--- src/tbot_pkg.sv ---
`default_nettype none
package tbot_pkg;

   // Pipeline depth: stage 1 and 2 front end, 3 to 7 axis and plane tests
   localparam int NUM_STAGES = 7;

   // One bit per pipeline stage, stage 1 in the lowest place
   typedef logic [NUM_STAGES:1] stage_en_type;

   // Register index port
   localparam int CSR_ADDR_W = 3;
   typedef logic [CSR_ADDR_W-1:0] csr_addr_type;

   localparam csr_addr_type CSR_CENTER_X  = 3'd0;
   localparam csr_addr_type CSR_CENTER_Y  = 3'd1;
   localparam csr_addr_type CSR_CENTER_Z  = 3'd2;
   localparam csr_addr_type CSR_HALF_SIZE = 3'd3;

   // Reset value of every register: 0.5 in Q16.16
   localparam int CSR_RESET = 32768;

endpackage
`default_nettype wire

--- src/tbot_front.sv ---
`default_nettype none
module tbot_front #(
   parameter int W = 32
) (
   input  wire logic                  clock,
   input  wire tbot_pkg::stage_en_type en,
   input  wire logic [9*W-1:0]        vert_in,
   input  wire logic [W-1:0]          center_x,
   input  wire logic [W-1:0]          center_y,
   input  wire logic [W-1:0]          center_z,
   input  wire logic [W-2:0]          half,
   output logic signed [W:0]          v_out [3][3],
   output logic signed [W+1:0]        e_out [3][3],
   output logic                       box_sep_out
);

   logic signed [W:0]   v1_in [3][3];
   logic signed [W:0]   v1_ff [3][3];
   logic signed [W:0]   v2_ff [3][3];
   logic signed [W+1:0] e_in  [3][3];
   logic signed [W+1:0] e_ff  [3][3];
   logic                box_in;
   logic                box_ff;
   logic [W-1:0]        cen [3];
   logic signed [W:0]   hx;

   assign cen[0] = center_x;
   assign cen[1] = center_y;
   assign cen[2] = center_z;

   // Move vertices so the cube center sits at the origin
   always_comb begin
      for (int k = 0; k < 3; k++) begin
         for (int i = 0; i < 3; i++) begin
            v1_in[k][i] = $signed({vert_in[(3*k+i)*W+W-1], vert_in[(3*k+i)*W +: W]})
                        - $signed({cen[i][W-1], cen[i]});
         end
      end
   end

   always_ff @(posedge clock) begin
      if (en[1]) begin
         v1_ff <= v1_in;
      end
   end

   // Edges and box-face range tests
   assign hx = $signed({2'b00, half});

   always_comb begin
      box_in = 1'b0;
      for (int i = 0; i < 3; i++) begin
         e_in[0][i] = (W+2)'(v1_ff[1][i]) - (W+2)'(v1_ff[0][i]);
         e_in[1][i] = (W+2)'(v1_ff[2][i]) - (W+2)'(v1_ff[1][i]);
         e_in[2][i] = (W+2)'(v1_ff[0][i]) - (W+2)'(v1_ff[2][i]);
         if ((v1_ff[0][i] > hx) && (v1_ff[1][i] > hx) && (v1_ff[2][i] > hx)) begin
            box_in = 1'b1;
         end
         if ((v1_ff[0][i] < -hx) && (v1_ff[1][i] < -hx) && (v1_ff[2][i] < -hx)) begin
            box_in = 1'b1;
         end
      end
   end

   always_ff @(posedge clock) begin
      if (en[2]) begin
         v2_ff  <= v1_ff;
         e_ff   <= e_in;
         box_ff <= box_in;
      end
   end

   assign v_out       = v2_ff;
   assign e_out       = e_ff;
   assign box_sep_out = box_ff;

endmodule
`default_nettype wire

--- config.mk ---
export PLATFORM = sky130hd
export DESIGN_NAME = tbot_front
export DESIGN_NICKNAME = d
export VERILOG_FILES = /design/src/tbot_pkg.sv /design/src/tbot_front.sv
export SDC_FILE = /design/constraint.sdc
export NUM_CORES = 2
export LEC_CHECK = 0
export BUFFER_PORTS_ARGS = -buffer_cell sky130_fd_sc_hd__buf_4
export CORE_MARGIN = 5
export CORE_UTILIZATION = 46
export CTS_CLUSTER_SIZE = 14
export DETAILED_ROUTE_END_ITERATION = 10
export PLACE_DENSITY = 0.67
export SLEW_MARGIN = 20
export SYNTH_ARGS = -nofsm -noshare
export SYNTH_HDL_FRONTEND = slang
export SYNTH_SLANG_ARGS = --single-unit
--- constraint.sdc ---
create_clock -name clock -period 6.09 [get_ports clock]
set_clock_uncertainty 0.15 [all_clocks]
set_input_delay 1.218 -clock clock [delete_from_list [all_inputs] [get_ports clock]]
set_output_delay 1.218 -clock clock [all_outputs]
set_load 0.1 [all_outputs]
## Word level (Yosys, flattened, before mapping)

Cells that the tools add are included.

| word-level totals | value |
|---|---|
| register bits | 901 |
| output and inout port bits | 604 |
| input bits | 423 |

| operators by class | value |
|---|---|
| mux-type cells | 1 |
| reduce and logical (&&, ||, !) cells | 13 |
| $add $sub $neg | 19 |
| magnitude comparators | 18 |

Operators with widths:

| kind | number |
|---|---|
| $sub 33x33->34 | 9 |
| $gt 33x32->1 | 9 |
| $lt 33x33->1 | 9 |
| $sub 32x32->33 | 9 |
| $neg 31->33 | 1 |
| $logic_and 1x1->1 | 12 |
| $reduce_or 5->1 | 1 |
| $mux 1 | 1 |

## Depth between registers and ports, before layout

| logic depth | value |
|---|---|
| depth in word-level cells | 5 |
| mapped depth | 19 |
| gate-level depth less buffers | 19 |

## Worst setup path before layout

No wires, ideal clock.

| path | value |
|---|---|
| path kind | input -> register |
| start | input half[1] |
| end | register box_ff, in the netlist box_sep_out (data pin) |
| path slack | 0.956 ns |
| buffers on the path | 0 |
| arrival time | 4.719 ns |
| stages on the path | 16 |
| data required time | 5.675 ns |
| path through | inv_1 > ha_1 > nor3b_2 > and3_1 > nand3_1 > xnor2_1 > ha_1 > or4_1 > nor4_1 > a211oi_1 > maj3_2 > maj3_1 > a21oi_1 > mux2i_1 > nand4_1 > nand4_1 |

| between the ends | value |
|---|---|
| cells in the longest elaborated chain, start to end | 5 |

Ends and longest elaborated chain:

| what | line | text |
|---|---|---|
| start: declaration | tbot_front.sv:11 | `input wire logic [W-2:0] half,` |
| $neg 31->33 | tbot_front.sv:59 | `if ((v1_ff[0][i] < -hx) && (v1_ff[1][i] < -hx) && (v1_ff[2][i] < -hx)) begin` |
| $lt 33x33->1 | tbot_front.sv:59 |  |
| $logic_and 1x1->1 (2 in series) | tbot_front.sv:59 |  |
| $reduce_or 5->1 (no line) | n/a |  |
| end signal: assignment | tbot_front.sv:69 | `box_ff <= box_in;` |
| end: declaration | tbot_front.sv:23 | `logic box_ff;` |

Several ways; a longest one is shown, not always the timed one.
A chain may end at the register's enable or synchronous reset.

## Final worst setup path

Ends and elaborated chain as after synthesis.

==> flow_metrics.py <==
metrics = {
    "status": {
        "outcome": "finished, final reports clean",
    },
    "drt": {
        "ant_nets": 0,
        "drt_iter0_drc": 4340,
        "vias": 59462,
        "dr.pass1.iters": 5,
        "wl_per_cell_um": 27.9,
        "viasPerCell": 6.00,
        "drcViolationCount": 0,
        "wl_um": 276000,
    },
    "synth": {
        "yosysUniqueCellTypes": 97,
        "yosysTopAreaCell": "edfxtp_1",
        "synth_edf_count": 901,
        "yosys.cell_count.top_type": "ha_1",
        "yosysSeqAreaShare_pct": 39.4,
        "synthTopCellsByCount": "ha_1 (1135), edfxtp_1 (901), inv_1 (622), a21oi_1 (620), nor2_1 (386)",
        "syn_area_per_cell_um2": 10.3,
        "synthArstFlopShare_pct": 0,
        "syn_nets": 8248,
        "synth_area_um2": 68700,
        "synth_top_area_share_pct": 39.4,
        "synth_seq_cells": 901,
        "synthTopCellsByArea": "edfxtp_1 (39%), ha_1 (21%), xnor2_1 (4.6%)",
        "ys.flop_type": "edfxtp_1",
        "ys_warn_count": 0,
        "synth_cells": 6672,
    },
    "placement": {
        "portBuffers": 1021,
        "gp_congestion": 1.00,
        "dp.cells": 9691,
        "place_hpwl_um": 227000,
    },
    "global_route": {
        "grt-ovfl-total": 0,
        "grt_pass1_wl_um": 389000,
        "grt_max_degree": 135,
        "antenna_found_initial": 49,
        "grt_pass1_vias": 59120,
        "gr-usage-all-layers_pct": 33.8,
    },
    "pwr": {
        "sequentialPowerShare_pct": 29.9,
        "power.leakage_nw": 37.9,
        "comb_power_share_pct": 51.7,
        "power_density_nw_per_um2": 418,
        "ir_drop_uv": 379,
        "p_total_mw": 34.7,
        "power_switching_mw": 17.2,
        "p_clk_share_pct": 18.3,
        "p_sw_share_pct": 49.7,
        "internal_power_mw": 17.5,
    },
    "final_layout": {
        "final_nets": 9440,
        "drive_gt1_share_pct": 17.1,
        "finalNonFillerCells": 9908,
        "area_growth_pct": 20.9,
    },
    "sta": {
        "whs_ns": 0.348,
        "maxSlewHeadroom_pct": 10.7,
        "final_hold_viol_count": 0,
        "period_share_pct": 88.2,
        "setup_tns_ns": 0,
        "slew_viol_final": 0,
        "rsz0062_at_grt": "false",
        "setup_viol": 0,
        "period_needed_ns": 5.37,
        "max_freq_ghz": 0.186,
        "worst_pin_slew_ns": 1.32,
    },
    "critical_path": {
        "worstPathArrival_ns": 5.68,
        "crit_fanout": 6,
        "startpoint_type": "primary input",
        "worstSetupPathType": "in -> reg",
        "worstPathRequired_ns": 6.40,
        "crit_path_end_kind": "flop",
    },
    "clocking": {
        "hold_buffers": 0,
        "clockBufferDepth": 3,
        "post_cts_buffers": 0,
        "numClockSinks": 901,
        "cts_tree": "done",
        "insertion_delay_ns": 0.73,
        "cts_root_buffer": "clkbuf_16",
        "htreeDepth": 3,
        "path_clk_slew_ns": 0.06,
        "cts_made_buffers": 101,
        "post_cts_resized": 0,
    },
    "die": {
        "ios": 1027,
        "fp.dieArea_um2": 157000,
        "core_area_um2": 148000,
        "start_util_pct": 46.4,
        "die_w_um": 397,
        "dieHeight_um": 397,
        "std_cell_rows": 141,
    },
    "hold_path": {
        "hold_path_class": "reg -> reg",
    },
    "job": {
        "drv_cap": 0,
    },
}
## layout make-up
cell class | instances | area, µm²
fillers | 12899 | 65100
multi-input cells | 5132 | 39400
flip-flops and latches | 901 | 27100
repair buffers | 1106 | 8420
clock buffers | 119 | 2640
well taps | 1930 | 2410
inverters | 622 | 2330
clock inverters | 67 | 761
diodes | 31 | 77.6
## sequential cells by signal (all words and copies together) (netlist names)
signal,flops
box_sep_out,1
e_out,306
v1_ff,297
v_out,297
## cell families (layout without fill, tap and decap cells)
kind of cell,after synthesis,count (layout),share of synthesized area (%)
and+or+nand+nor,1506,1506,11.0
other,0,31,0
buffers and inverters,639,1914,3.50
AOI/OAI and AO/OA,1948,1948,18.3
DFF,901,901,39.4
muxes,5,5,0.0728
xor gates and xnor gates,516,516,6.57
adders and majority gates,1157,1157,21.2
## worst max-delay path, cell delays in order
cell and delay [ns]:
buf_4 0.12, inv_1 0.06, ha_1 0.18, nor3b_2 0.41, and3_1 0.32, nand2_1 0.12
xnor2_2 0.64, ha_1 0.38, a21o_1 0.16, a211oi_1 0.43, nand3_1 0.13, a311o_1 0.33
a221oi_1 0.53, nor4_1 0.11, o22ai_1 0.20, mux2i_1 0.21, nand4_1 0.11
## power by group through the flow
stage	combinational, mW	clock (mW)	sequential, mW
finish	17.9	6.37	10.4
global route	19.0	6.72	10.4
CTS	17.9	6.46	10.4
detailed placement	17.8	0	10.5
global placement	17.6	0	10.5
floorplan	6.50	0	16.4
## layout by cell type, fill, tap and decap left out, types with 24 or more instances in the layout
cell	instances
xor2_1	152
o2111ai_1	31
a21oi_1	620
a21boi_0	24
a2111oi_0	30
ha_1	1135
nand2_1	313
a21o_1	297
nor2b_1	125
o31ai_1	48
and3_1	52
o21bai_1	42
nand4_1	144
nor4_1	28
o21a_1	119
xnor2_1	349
a211o_1	30
inv_1	622
o21ai_0	350
nand3_1	125
o211ai_1	43
buf_4	1096
nand2b_1	101
a211oi_1	73
diode_2	31
nor2_1	386
clkbuf_16	103
a31oi_1	42
nor3_1	122
edfxtp_1	901
## routing by layer
| metal | track usage, % | share of wire (%) | routed length [µm] |
|---|---|---|---|
| met4 | 17.8 | 6.1 | 16800 |
| met3 | 8.11 | 9.0 | 24800 |
| met2 | 58.0 | 48 | 131000 |
| met1 | 39.1 | 37 | 103000 |
| met5 | 0 | 0.053 | 146 |
## worst paths after layout
path / startpoint / endpoint / slack (ns) / depth (start not counted)
setup / recovery: half[1] / box_sep_out / 0.72 / 17
hold reg to reg: v1_ff[0] / v_out[0] / 0.35 / 0
hold / removal: v1_ff[0] / v_out[0] / 0.35 / 0
setup reg to reg: v1_ff[1] / e_out[31] / 1.36 / 12
## per-stage QoR
step	setup WS [ns]	instance area, µm²	utilization, %
3_3_place_gp	0.0110	79600	53.7
4_1_cts	0.698	83000	56.0
3_5_place_dp	-0.0990	79600	53.7
6_report	0.721	83100	56.1
2_1_floorplan	0.956	68700	-
5_1_grt	0.377	83100	56.1
Power figures use the tool's default switching activity.
